## config.mk

```make
export PLATFORM = sky130hd
export DESIGN_NAME = ffa_ctrl
export DESIGN_NICKNAME = d
export VERILOG_FILES = /design/src/ffa_pkg.sv /design/src/ffa_ctrl.sv
export SDC_FILE = /design/constraint.sdc
export NUM_CORES = 1
export LEC_CHECK = 0
export BUFFER_PORTS_ARGS = -buffer_cell sky130_fd_sc_hd__buf_2
export CORE_MARGIN = 1.5
export CORE_UTILIZATION = 45
export DETAILED_ROUTE_END_ITERATION = 8
export PLACE_DENSITY_LB_ADDON = 0.25
export SYNTH_ARGS = -nofsm -noshare
export SYNTH_HDL_FRONTEND = slang
export SYNTH_SLANG_ARGS = --single-unit
```

## constraint.sdc

```tcl
create_clock -name aclk -period 1.96 [get_ports aclk]
set_clock_uncertainty 0.1 [all_clocks]
set_input_delay 0.196 -clock aclk [delete_from_list [all_inputs] [get_ports aclk]]
set_output_delay 0.196 -clock aclk [all_outputs]
set_load 0.02 [all_outputs]
```

## src/ffa_pkg.sv

```systemverilog
// Shared types, constants and codes of the first-fit free-list allocator.
// No dependencies; used by ffa_ctrl, ffa_dp and the top level.
`default_nettype none
package ffa_pkg;

    // heap geometry
    localparam int HEAP_UNITS  = 16384;
    localparam int UNIT_SHIFT  = 3;
    localparam int UNIT_BYTES  = 1 << UNIT_SHIFT;
    localparam int ADDR_W      = $clog2(HEAP_UNITS);
    localparam int NODE_W      = ADDR_W + 1;
    localparam int SIZE_W      = NODE_W;
    localparam int ENTRY_W     = 32;
    localparam int BYTES_W     = 17;
    localparam int CFG_W       = 15;
    localparam int MGU_RESET   = 4096;

    // walk bounds
    localparam int FREE_LIMIT  = HEAP_UNITS + 2;
    localparam int ALLOC_LIMIT = 3 * (HEAP_UNITS + 2);
    localparam int STEPF_W     = $clog2(FREE_LIMIT + 1);
    localparam int STEPA_W     = $clog2(ALLOC_LIMIT + 1);

    // input mode codes
    localparam logic MODE_ALLOC = 1'b0;
    localparam logic MODE_FREE  = 1'b1;

    // result status codes
    localparam logic STS_DONE = 1'b0;
    localparam logic STS_OOM  = 1'b1;

    typedef enum logic [3:0] {
        ST_IDLE,
        ST_FREE_CHK,
        ST_I_CHK,
        ST_I_RDN,
        ST_I_WRB,
        ST_I_WRP,
        ST_A_START,
        ST_A_PREV,
        ST_A_WALK,
        ST_A_SPLIT,
        ST_FIN
    } state_t;

    typedef enum logic [3:0] {
        DP_NONE,
        DP_LOAD,
        DP_FREE_INIT,
        DP_I_STEP,
        DP_I_FOUND,
        DP_I_RDN,
        DP_I_WRB,
        DP_I_WRP,
        DP_A_START,
        DP_A_PREV,
        DP_A_ADV,
        DP_A_EXACT,
        DP_A_SPLIT,
        DP_A_SPLIT2,
        DP_A_GROW,
        DP_OOM
    } dp_op_t;

    typedef struct packed {
        dp_op_t op;
        logic   out_load;
    } cmd_t;

    typedef struct packed {
        logic free_ok;
        logic ins_found;
        logic ins_limit;
        logic fit;
        logic exact;
        logic at_rover;
        logic grow_ok;
        logic a_last;
        logic a_done;
        logic out_free;
    } sts_t;

endpackage
`default_nettype wire

```

## src/ffa_ctrl.sv

```systemverilog
// Sequencing state machine of the allocator: issues datapath commands.
// Depends on ffa_pkg.
`default_nettype none
module ffa_ctrl (
    input  wire logic          aclk,
    input  wire logic          aresetn,
    input  wire logic          s_valid,
    input  wire logic          s_mode,
    output logic               s_ready,
    input  wire ffa_pkg::sts_t sts,
    output ffa_pkg::cmd_t      cmd
);

    ffa_pkg::state_t state_reg, state_next;
    logic            grow_ctx_reg, grow_ctx_next;

    // state register
    always_ff @(posedge aclk) begin
        if (!aresetn) begin
            state_reg    <= ffa_pkg::ST_IDLE;
            grow_ctx_reg <= 1'b0;
        end else begin
            state_reg    <= state_next;
            grow_ctx_reg <= grow_ctx_next;
        end
    end

    // next state and commands
    always_comb begin
        state_next    = state_reg;
        grow_ctx_next = grow_ctx_reg;
        cmd.op        = ffa_pkg::DP_NONE;
        cmd.out_load  = 1'b0;
        s_ready       = 1'b0;
        case (state_reg)
            ffa_pkg::ST_IDLE: begin
                s_ready = 1'b1;
                if (s_valid) begin
                    cmd.op = ffa_pkg::DP_LOAD;
                    state_next = (s_mode == ffa_pkg::MODE_FREE) ? ffa_pkg::ST_FREE_CHK
                                                                : ffa_pkg::ST_A_START;
                end
            end
            ffa_pkg::ST_FREE_CHK: begin
                if (sts.free_ok) begin
                    cmd.op        = ffa_pkg::DP_FREE_INIT;
                    grow_ctx_next = 1'b0;
                    state_next    = ffa_pkg::ST_I_CHK;
                end else begin
                    state_next = ffa_pkg::ST_FIN;
                end
            end
            ffa_pkg::ST_I_CHK: begin
                if (sts.ins_found) begin
                    cmd.op     = ffa_pkg::DP_I_FOUND;
                    state_next = ffa_pkg::ST_I_RDN;
                end else if (sts.ins_limit) begin
                    state_next = grow_ctx_reg ? ffa_pkg::ST_A_START : ffa_pkg::ST_FIN;
                end else begin
                    cmd.op = ffa_pkg::DP_I_STEP;
                end
            end
            ffa_pkg::ST_I_RDN: begin
                cmd.op     = ffa_pkg::DP_I_RDN;
                state_next = ffa_pkg::ST_I_WRB;
            end
            ffa_pkg::ST_I_WRB: begin
                cmd.op     = ffa_pkg::DP_I_WRB;
                state_next = ffa_pkg::ST_I_WRP;
            end
            ffa_pkg::ST_I_WRP: begin
                cmd.op     = ffa_pkg::DP_I_WRP;
                state_next = grow_ctx_reg ? ffa_pkg::ST_A_START : ffa_pkg::ST_FIN;
            end
            ffa_pkg::ST_A_START: begin
                if (sts.a_done) begin
                    cmd.op     = ffa_pkg::DP_OOM;
                    state_next = ffa_pkg::ST_FIN;
                end else begin
                    cmd.op     = ffa_pkg::DP_A_START;
                    state_next = ffa_pkg::ST_A_PREV;
                end
            end
            ffa_pkg::ST_A_PREV: begin
                cmd.op     = ffa_pkg::DP_A_PREV;
                state_next = ffa_pkg::ST_A_WALK;
            end
            ffa_pkg::ST_A_WALK: begin
                if (sts.fit) begin
                    if (sts.exact) begin
                        cmd.op     = ffa_pkg::DP_A_EXACT;
                        state_next = ffa_pkg::ST_FIN;
                    end else begin
                        cmd.op     = ffa_pkg::DP_A_SPLIT;
                        state_next = ffa_pkg::ST_A_SPLIT;
                    end
                end else if (sts.at_rover) begin
                    if (sts.grow_ok) begin
                        cmd.op        = ffa_pkg::DP_A_GROW;
                        grow_ctx_next = 1'b1;
                        state_next    = ffa_pkg::ST_I_CHK;
                    end else begin
                        cmd.op     = ffa_pkg::DP_OOM;
                        state_next = ffa_pkg::ST_FIN;
                    end
                end else if (sts.a_last) begin
                    cmd.op     = ffa_pkg::DP_OOM;
                    state_next = ffa_pkg::ST_FIN;
                end else begin
                    cmd.op = ffa_pkg::DP_A_ADV;
                end
            end
            ffa_pkg::ST_A_SPLIT: begin
                cmd.op     = ffa_pkg::DP_A_SPLIT2;
                state_next = ffa_pkg::ST_FIN;
            end
            ffa_pkg::ST_FIN: begin
                if (sts.out_free) begin
                    cmd.out_load = 1'b1;
                    state_next   = ffa_pkg::ST_IDLE;
                end
            end
            default: begin
                state_next = ffa_pkg::ST_IDLE;
            end
        endcase
    end

endmodule
`default_nettype wire

```

==> results of run 1 <==
==> layout by cell type, fill, tap and decap left out, drive strengths merged, types with 2 or more instances in the layout <==
cell type  synthesis  final
nor2               6      6
inv                4      4
o21ai              5      5
a21oi              8      8
a211oi             3      3
or3                2      2
a31oi              2      2
nand2             10     10
nand2b             4      4
nor4               2      2
dfxtp              5      5
o32ai              2      2
nor3               5      5
buf                1     23
nor2b              4      4
clkbuf             5      5
==> worst paths after layout <==
check / startpoint / to / slack (ps)
worst max register to register: state_reg[1]$_SDFFE_PN0P_ / state_reg[1]$_SDFFE_PN0P_ / 170
worst min-delay path: aresetn / state_reg[2]$_SDFFE_PN0P_ / 170
worst min register to register: grow_ctx_reg$_SDFFE_PN0P_ / grow_ctx_reg$_SDFFE_PN0P_ / 420
worst max-delay path: state_reg[0]$_SDFFE_PN0P_ / cmd[1] / 70
==> routing by layer <==
layer | share of wire [%] | vias to the layer above | wire, um | GRT usage, %
met5 | 0 | - | 0 | 0
met4 | 1.7 | 0 | 29 | 11.21
met3 | 5.1 | 4 | 87 | 3.977
met2 | 46 | 30 | 778 | 40.57
met1 | 47 | 334 | 808 | 32.99
li1 | - | 369 | - | -
==> cells in the mapped netlist, drive strengths merged <==
cell type   n  area [um^2]
or2         1        6.260
clkbuf      5        18.77
o32ai       2        36.29
nor4        2        12.51
o31a        1        8.760
nand2b      4        25.02
and2        1        6.260
and3        1        6.260
o221ai      1        8.760
o21bai      1        7.510
o22ai       1        6.260
a211o       1        8.760
o21ba       1        10.01
inv         4        15.01
o2111a      1        11.26
a32o        1        10.01
or3         2        12.51
nand2      10        37.54
o211a       1        10.01
nor2b       4        25.02
a31oi       2        12.51
buf         1        11.26
and3b       1        8.760
a211oi      3        22.52
a32oi       1        8.760
o21ai       5        25.02
and4b       1        13.76
a311oi      1        8.760
dfxtp       5        100.1
a21o        1        7.510
a21oi       8        40.04
or4b        1        13.76
nor2        6        22.52
nor3        5        25.02
==> per-stage QoR <==
stage	setup slack [ps]	instances
6_report	67.24	123
5_1_grt	2.519	123
4_1_cts	7.919	122
3_5_place_dp	139.0	118
3_3_place_gp	171.5	118
2_1_floorplan	181.9	86
==> where the power goes <==
part / leakage (nW) / switching, mW / internal (mW) / total (mW)
Clock: 0.0150 / 0.0409 / 0.0769 / 0.118
Combinational: 0.279 / 0.474 / 0.365 / 0.839
Sequential: 0.0423 / 0.0558 / 0.147 / 0.202
==> what timing repair did <==
| action | in CTS | in global routing |
|---|---|---|
| setup buffers | 0 | 1 |
| gates resized for setup | 1 | 6 |
| setup endpoints to repair | 1 | 2 |
==> worst max-delay path, stage by stage, from the launching register on <==
cell                      delay [ps]
sky130_fd_sc_hd__dfxtp_4         360
sky130_fd_sc_hd__buf_6           140
sky130_fd_sc_hd__a21o_1          150
sky130_fd_sc_hd__a32oi_1         140
sky130_fd_sc_hd__a21oi_1          80
sky130_fd_sc_hd__or3_1           340
sky130_fd_sc_hd__buf_4           160
==> logic make-up after synthesis <==
logic type / count (synthesis)
and+or+nand+nor: 39
AOI/OAI and AO/OA: 32
buffers and inverters: 10
DFF: 5
==> layout make-up <==
class                           instances  area (um^2)
Fill cell                             134        498.0
Multi-Input combinational cell         71        464.2
Timing Repair Buffer                   24        140.1
Sequential cell                         5        106.4
Clock buffer                            4        26.28
Tap cell                               15        18.77
Inverter                                4        15.01
==> results by stage, run 1 <==
Synthesis:
- The Yosys step of the flow raised 0 warnings.
- The number of nets in the synthesized netlist is 100.
- The count of different cell masters after synthesis is 35.
- The average cell area after synthesis is 7.013 um^2.
- The sequential share of the synthesized area is 16.60%.
- The share of synthesized cell area in full adder, half adder and majority cells is 0%.
- The area share of and/or/nand/nor cells after synthesis is 35.68%.
- The total standard cell area after synthesis is 603.1 um^2.
- Synthesis inferred 5 register bits.
- In the synthesized netlist, mux cells make up 0% of the area.
- The number of instances in the synthesized netlist is 86.
- The xor/xnor share of the synthesized area is 0%.
- By area, the combinational part of the netlist is dominated by compound AO/OA/AOI/OAI gates.
- Summing the areas of all compound-gate instances in the mapped netlist gives 40.25% of the synthesized area.

Clock tree:
- TritonCTS created 3 clock buffers.
- In this run the number of H-tree levels came out at 1.
- The clock tree from TritonCTS is done.
- The largest buffer count on any clock path is 2.
- Counting every sink on the clock net gives 5.
- The later-pin clock latency in the skew report is 240 ps.
- CTS placed an instance of sky130_fd_sc_hd__clkbuf_4 at the clock tree root.
- In this run, post-CTS hold repair placed 0 buffers.
- The CTS clock-pin slew for the worst setup and hold paths is 40 ps.

Floorplanning:
- The initialized floorplan defines 13 standard-cell rows.
- 20 I/O pins were placed.
- The die covers 1569 um^2.
- The die boundary width is 39.61 um.
- The die is 39.61 um tall.
- The effective utilization at floorplan is 47.53%.
- The area of the core region is 1269 um^2.

Timing:
- The final count of pins violating max slew came to 0.
- Setup repair after global routing left no endpoint under its margin.
- The tightest hold margin is 165.2 ps.
- The count of endpoints failing hold in the final timing report is 0.
- The final-layout setup total negative slack is 0 ps.
- Timing would allow up to 528.3 MHz.
- Setup violations remaining at the end of the flow were counted as 0.
- The final critical path takes up 96.57% of the cycle.
- For the pin with the worst max-slew slack, the measured transition is 357.2 ps.
- The worst path needs 1893 ps of the cycle, external delays included.
- The remaining max-slew budget at the tightest pin is 76.11%.

Flow run:
- The max-capacitance violation count is 0.

Min path:
- In this run the worst hold path is classified as primary input to register.
- The number of stages on the worst hold path is 2.

Placement:
- In this run the cell area measured after placement is 723.2 um^2.
- The total of buffers placed on input and output ports is 19.
- Summed over all nets, the half-perimeter wirelength after detailed placement is 1299 um.
- The final RePlAce weighted congestion is 0.9093.

Setup path:
- In this run the worst path has a maximum fanout of 9.
- Data on the critical path is required at its endpoint by 1660 ps.
- The worst path arrival time is 1600 ps.
- The path type of the worst setup path is register to output port.
- The worst setup path is captured at an output port.
- The worst setup path is launched from a register.
- Counting cells, the worst reg-to-reg path comes to 4.

Detailed routing:
- The number of vias after detailed routing is 737.
- In this run the remaining antenna-violating nets after routing total 0.
- The first routing iteration left 13 violations.
- Using the TritonRoute via totals, the vias-per-cell ratio works out to 5.992.
- For this block, the routed nets add up to 1704 um of wire.
- The average wire length per cell after detail routing is 13.85 um.
- After detailed routing, the number of remaining DRC violations is 0.
- The count of TritonRoute iterations in the first routing pass is 4.

Global route:
- The first global-routing pass estimated 2684 um of wire.
- Entering global routing, the biggest net connects 21 pins.
- The number of antenna violations at the first check in global routing is 0.
- Summed over all layers, the global routing overflow is 0.
- Global routing used 25.41% of the available tracks across all layers.
- The via count of the first global-routing pass is 630.

Layout:
- The share of post-route cells with drive strength above 1 is 33.33%.
- Once layout is done, the placed cells without fillers occupy 770.7 um^2.
- The number of flip-flops under the largest register name is 4.
- From synthesis to final layout, the design area changed by 27.80%.
- The net count of the finished layout is 123.
- The share of the core filled with cells is 60.75%.
- The repair_antennas step left the layout with diodes totalling 0.

Power and ir drop:
- In this run the power density over the cells is 1504 nW/um^2.
- The worst-case vdd ir drop is 0.9168 mV.
- The static leakage is 0.3361 nW.
- Total power for the finished layout comes to 1.159 mW.

Outcome:
- The flow ran to the end, and the final reports show no timing, DRC or antenna violations.
No activity file was read; power rests on OpenSTA's default activity.
==> run 2, diff against run 1 <==
--- a/config.mk
+++ b/config.mk
@@ -6,9 +6,9 @@
 export NUM_CORES = 1
 export LEC_CHECK = 0
 export BUFFER_PORTS_ARGS = -buffer_cell sky130_fd_sc_hd__buf_2
-export CORE_MARGIN = 1.5
-export CORE_UTILIZATION = 45
+export CORE_AREA = 2 2 39 41
 export DETAILED_ROUTE_END_ITERATION = 8
+export DIE_AREA = 0 0 41 43
 export PLACE_DENSITY_LB_ADDON = 0.25
 export SYNTH_ARGS = -nofsm -noshare
 export SYNTH_HDL_FRONTEND = slang
==> run 2 against run 1 <==
The run now ends with negative setup slack left. Via count up 7.5%. Combinational power up 13%. Register-to-register slack worse by 70 ps. Sequential power down 7%. Count of clock-buffer cells in the layout unchanged. Critical path depth unchanged. Clock power up 4%. Fmax down 6.1%. Sequential share of layout area down 0.61 points. Global-route usage down 2.1 points. Power up 8.3%. Utilization down 1.8 points. Critical path type unchanged. Critical endpoint unchanged. Largest power group unchanged.
==> results by stage, run 2 (synthesized netlist as in run 1, its figures left out) <==
Outcome:
- Result of the run: complete, but fails checks (was complete, no violations).
- The final reports fail on negative setup slack.

Setup path:
- The path type of the worst setup path was register to output port (unchanged).
- The cell count of the worst reg-to-reg path is 5 (was 4).
- The data required time at the worst endpoint is 1660 ps (about the same).
- The worst path arrival time was 1720 ps (was 1600 ps).
- The reg-to-reg endpoint is state_reg[1]$_SDFFE_PN0P_ (unchanged).
- The critical path endpoint is cmd[1] (unchanged).
- The nature of the critical path startpoint is a register (unchanged).
- The worst-case register-to-register setup slack is 100 ps (was 170 ps).
- The critical path endpoint category is an output port (unchanged).
- The critical path launch point was state_reg[0]$_SDFFE_PN0P_ (unchanged).
- The critical-path maximum fanout is 6 (was 9).
- The worst flop-to-flop path startpoint is state_reg[0]$_SDFFE_PN0P_ (was state_reg[1]$_SDFFE_PN0P_).

Power and ir drop:
- The internal power is 0.6507 mW (was 0.5890 mW).
- The total net switching power is 0.6044 mW (was 0.5703 mW).
- The power per cell area was 1538 nW/um^2 (was 1504 nW/um^2).
- The sequential power share was 14.9% (was 17.5%).
- The power consumption is 1.255 mW (was 1.159 mW).
- The clock group share of total power was 9.8% (was 10.2%).
- The net switching share of the total power is 48.16% (was 49.19%).
- The worst-case vdd ir drop is 1.033 mV (was 0.9168 mV).
- The static leakage is 0.3591 nW (was 0.3361 nW).
- The combinational group share of total power came to 75.2% (was 72.4%).

Floorplanning:
- The vertical extent of the die is 43 um (was 39.61 um).
- The floorplan row count is 14 (was 13).
- The die boundary width was 41 um (was 39.61 um).
- The I/O pin total was 20 (unchanged).
- The area of the core region is 1384 um^2 (was 1269 um^2).
- The total die area is 1763 um^2 (was 1569 um^2).
- The effective utilization at floorplan is 43.58% (was 47.53%).

Clock tree:
- The CTS buffer count came to 3 (unchanged).
- The largest buffer count on any clock path is 2 (unchanged).
- The number of buffers added to fix hold violations after cts is 0 (unchanged).
- The H-tree depth is 1 (unchanged).
- The cell chosen for the clock root is sky130_fd_sc_hd__clkbuf_4 (unchanged).
- The CTS clock-pin slew for the worst setup and hold paths is 50 ps (was 40 ps).
- The later-pin clock latency in the skew report is 250 ps (was 240 ps).
- The clock tree from TritonCTS is done (unchanged).
- The clock sink count is 5 (unchanged).

Timing:
- The final count of pins violating max slew is 0 (unchanged).
- The final worst-path cycle share was 102.9% (was 96.57%).
- The count of endpoints failing hold in the final timing report was 0 (unchanged).
- The maximum clock frequency was 496.0 MHz (was 528.3 MHz).
- The worst setup margin is -56.25 ps (was 67.24 ps).
- The transition time of the tightest slew-check pin is 383.8 ps (was 357.2 ps).
- Unrepaired setup endpoints after global routing: true (was false).
- The remaining max-slew budget at the tightest pin is 74.33% (was 76.11%).
- The minimum period implied by the final worst setup slack is 2016 ps (was 1893 ps).
- The total setup violations reported at the end of the flow came to 1 (was 0).
- The final-layout setup total negative slack is -56.25 ps (was 0 ps).
- The tightest hold margin is 150.1 ps (was 165.2 ps).

Layout:
- The number of flip-flops under the largest register name came to 4 (unchanged).
- The signed area change from the synthesized netlist to the final layout is 35.27% (was 27.80%).
- Most frequent cells in the layout: sky130_fd_sc_hd__buf_2 (18), sky130_fd_sc_hd__nand2_1 (10), sky130_fd_sc_hd__a21oi_1 (8) (unchanged).
- The most frequent standard cell in the layout excluding fill and tap cells is sky130_fd_sc_hd__buf_2 (unchanged).
- The cell area after layout is 815.8 um^2 (was 770.7 um^2).
- The share of post-route cells with drive strength above 1 came to 35.71% (was 33.33%).
- The number of diodes added for antenna fixing is 0 (unchanged).
- The final net count is 127 (was 123).

Detailed routing:
- The average wire length per cell after detail routing is 15.05 um (was 13.85 um).
- The count of TritonRoute iterations in the first routing pass came to 4 (unchanged).
- The via-per-instance ratio is 6.188 (was 5.992).
- The DRC violation total after the first TritonRoute iteration is 54 (was 13).
- The number of nets with antenna violations after detailed routing is 0 (unchanged).
- The number of DRC violations after detailed routing is 0 (unchanged).
- The routed wire length is 1926 um (was 1704 um).
- The number of vias after detailed routing is 792 (was 737).

Placement:
- The estimated wirelength of the detail-placed design is 1397 um (was 1299 um).
- The total of buffers placed on input and output ports is 19 (unchanged).
- The final RePlAce weighted congestion came to 0.9243 (was 0.9093).
- The worst setup slack after placement was 179.4 ps (was 139.0 ps).
- The post-place instance area is 739.5 um^2 (was 723.2 um^2).

Global route:
- The total global-route track usage is 23.34% (was 25.41%).
- The number of antenna violations at the first check in global routing was 0 (unchanged).
- The wire length of the first global-routing pass is 2773 um (was 2684 um).
- The busiest layer in global routing is met2 (unchanged).
- The fraction of met1 tracks used by global routing came to 29.13% (was 32.99%).
- The global-route met3 utilization is 1.571% (was 3.977%).
- The via count of the first global-routing pass is 644 (was 630).
- The global-route met2 utilization is 38.75% (was 40.57%).
- The global-route congestion overflow total is 0 (unchanged).
- The largest net degree at the start of global routing is 21 (unchanged).

Min path:
- The type of the worst min-delay path is primary input to register (unchanged).
- The number of stages on the worst hold path was 2 (unchanged).
- The critical hold path startpoint is aresetn (unchanged).

Flow run:
- The max-capacitance violation count is 0 (unchanged).
[run 2: cell types whose count changed in the layout (fill, tap and decap cells not counted)]
| cell | delta |
|---|---|
| sky130_fd_sc_hd__buf_4 | +4 |
| sky130_fd_sc_hd__buf_6 | +1 |
| sky130_fd_sc_hd__clkbuf_2 | -1 |
| sky130_fd_sc_hd__dfxtp_1 | +1 |
| sky130_fd_sc_hd__dfxtp_2 | -2 |
| sky130_fd_sc_hd__dfxtp_4 | +1 |
| sky130_fd_sc_hd__o221ai_1 | -1 |
| sky130_fd_sc_hd__o221ai_2 | +1 |
[run 2: worst max-delay path, stage by stage, from the launching register on]
cell and delay (ps):
sky130_fd_sc_hd__dfxtp_4 350, sky130_fd_sc_hd__buf_6 120, sky130_fd_sc_hd__a21o_1 170, sky130_fd_sc_hd__a32oi_1 210, sky130_fd_sc_hd__a21oi_1 90, sky130_fd_sc_hd__or3_1 390
sky130_fd_sc_hd__buf_6 140
[run 2: worst min path at each step]
stage          slack (ps)                        end
2_1_floorplan         240  state_reg[2]$_SDFFE_PN0P_
3_3_place_gp          390  grow_ctx_reg$_SDFFE_PN0P_
3_5_place_dp          400  state_reg[2]$_SDFFE_PN0P_
4_1_cts               150  state_reg[2]$_SDFFE_PN0P_
5_1_grt               170  state_reg[2]$_SDFFE_PN0P_
6_report              150  state_reg[2]$_SDFFE_PN0P_
[run 2: power by group through the flow]
stage,Combinational (mW),Clock (mW),Sequential [mW]
3_5_place_dp,0.839,0,0.177
3_3_place_gp,0.835,0,0.175
6_report,0.944,0.123,0.188
4_1_cts,0.843,0.126,0.177
2_1_floorplan,0.620,0,0.161
5_1_grt,1.02,0.126,0.189
[run 2: per-layer routing]
layer / vias up / wire length, um
met3: 6 / 172
met4: 0 / 42
met2: 52 / 941
li1: 375 / -
met5: - / 0
met1: 359 / 769
[run 2: through the flow]
| step | util [%] | std cells |
|---|---|---|
| after global routing | 58.95 | 128 |
| final | 58.95 | 128 |
| after floorplan | - | 86 |
| after CTS | 55.33 | 125 |
| after global placement | 53.44 | 121 |
| after detailed placement | 53.44 | 121 |
[run 2: final cells by class]
| cell class | instances | area [um^2] |
|---|---|---|
| Timing Repair Buffer | 28 | 176.4 |
| Tap cell | 16 | 20.02 |
| Inverter | 4 | 15.01 |
| Sequential cell | 5 | 107.6 |
| Multi-Input combinational cell | 71 | 470.5 |
| Clock buffer | 4 | 26.28 |
| Fill cell | 136 | 568.0 |
[run 2: timing repair]
| item | in CTS | in global routing |
|---|---|---|
| setup endpoints to repair | 0 | 2 |
| buffers inserted | 0 | 3 |
| gates resized for setup | 0 | 9 |
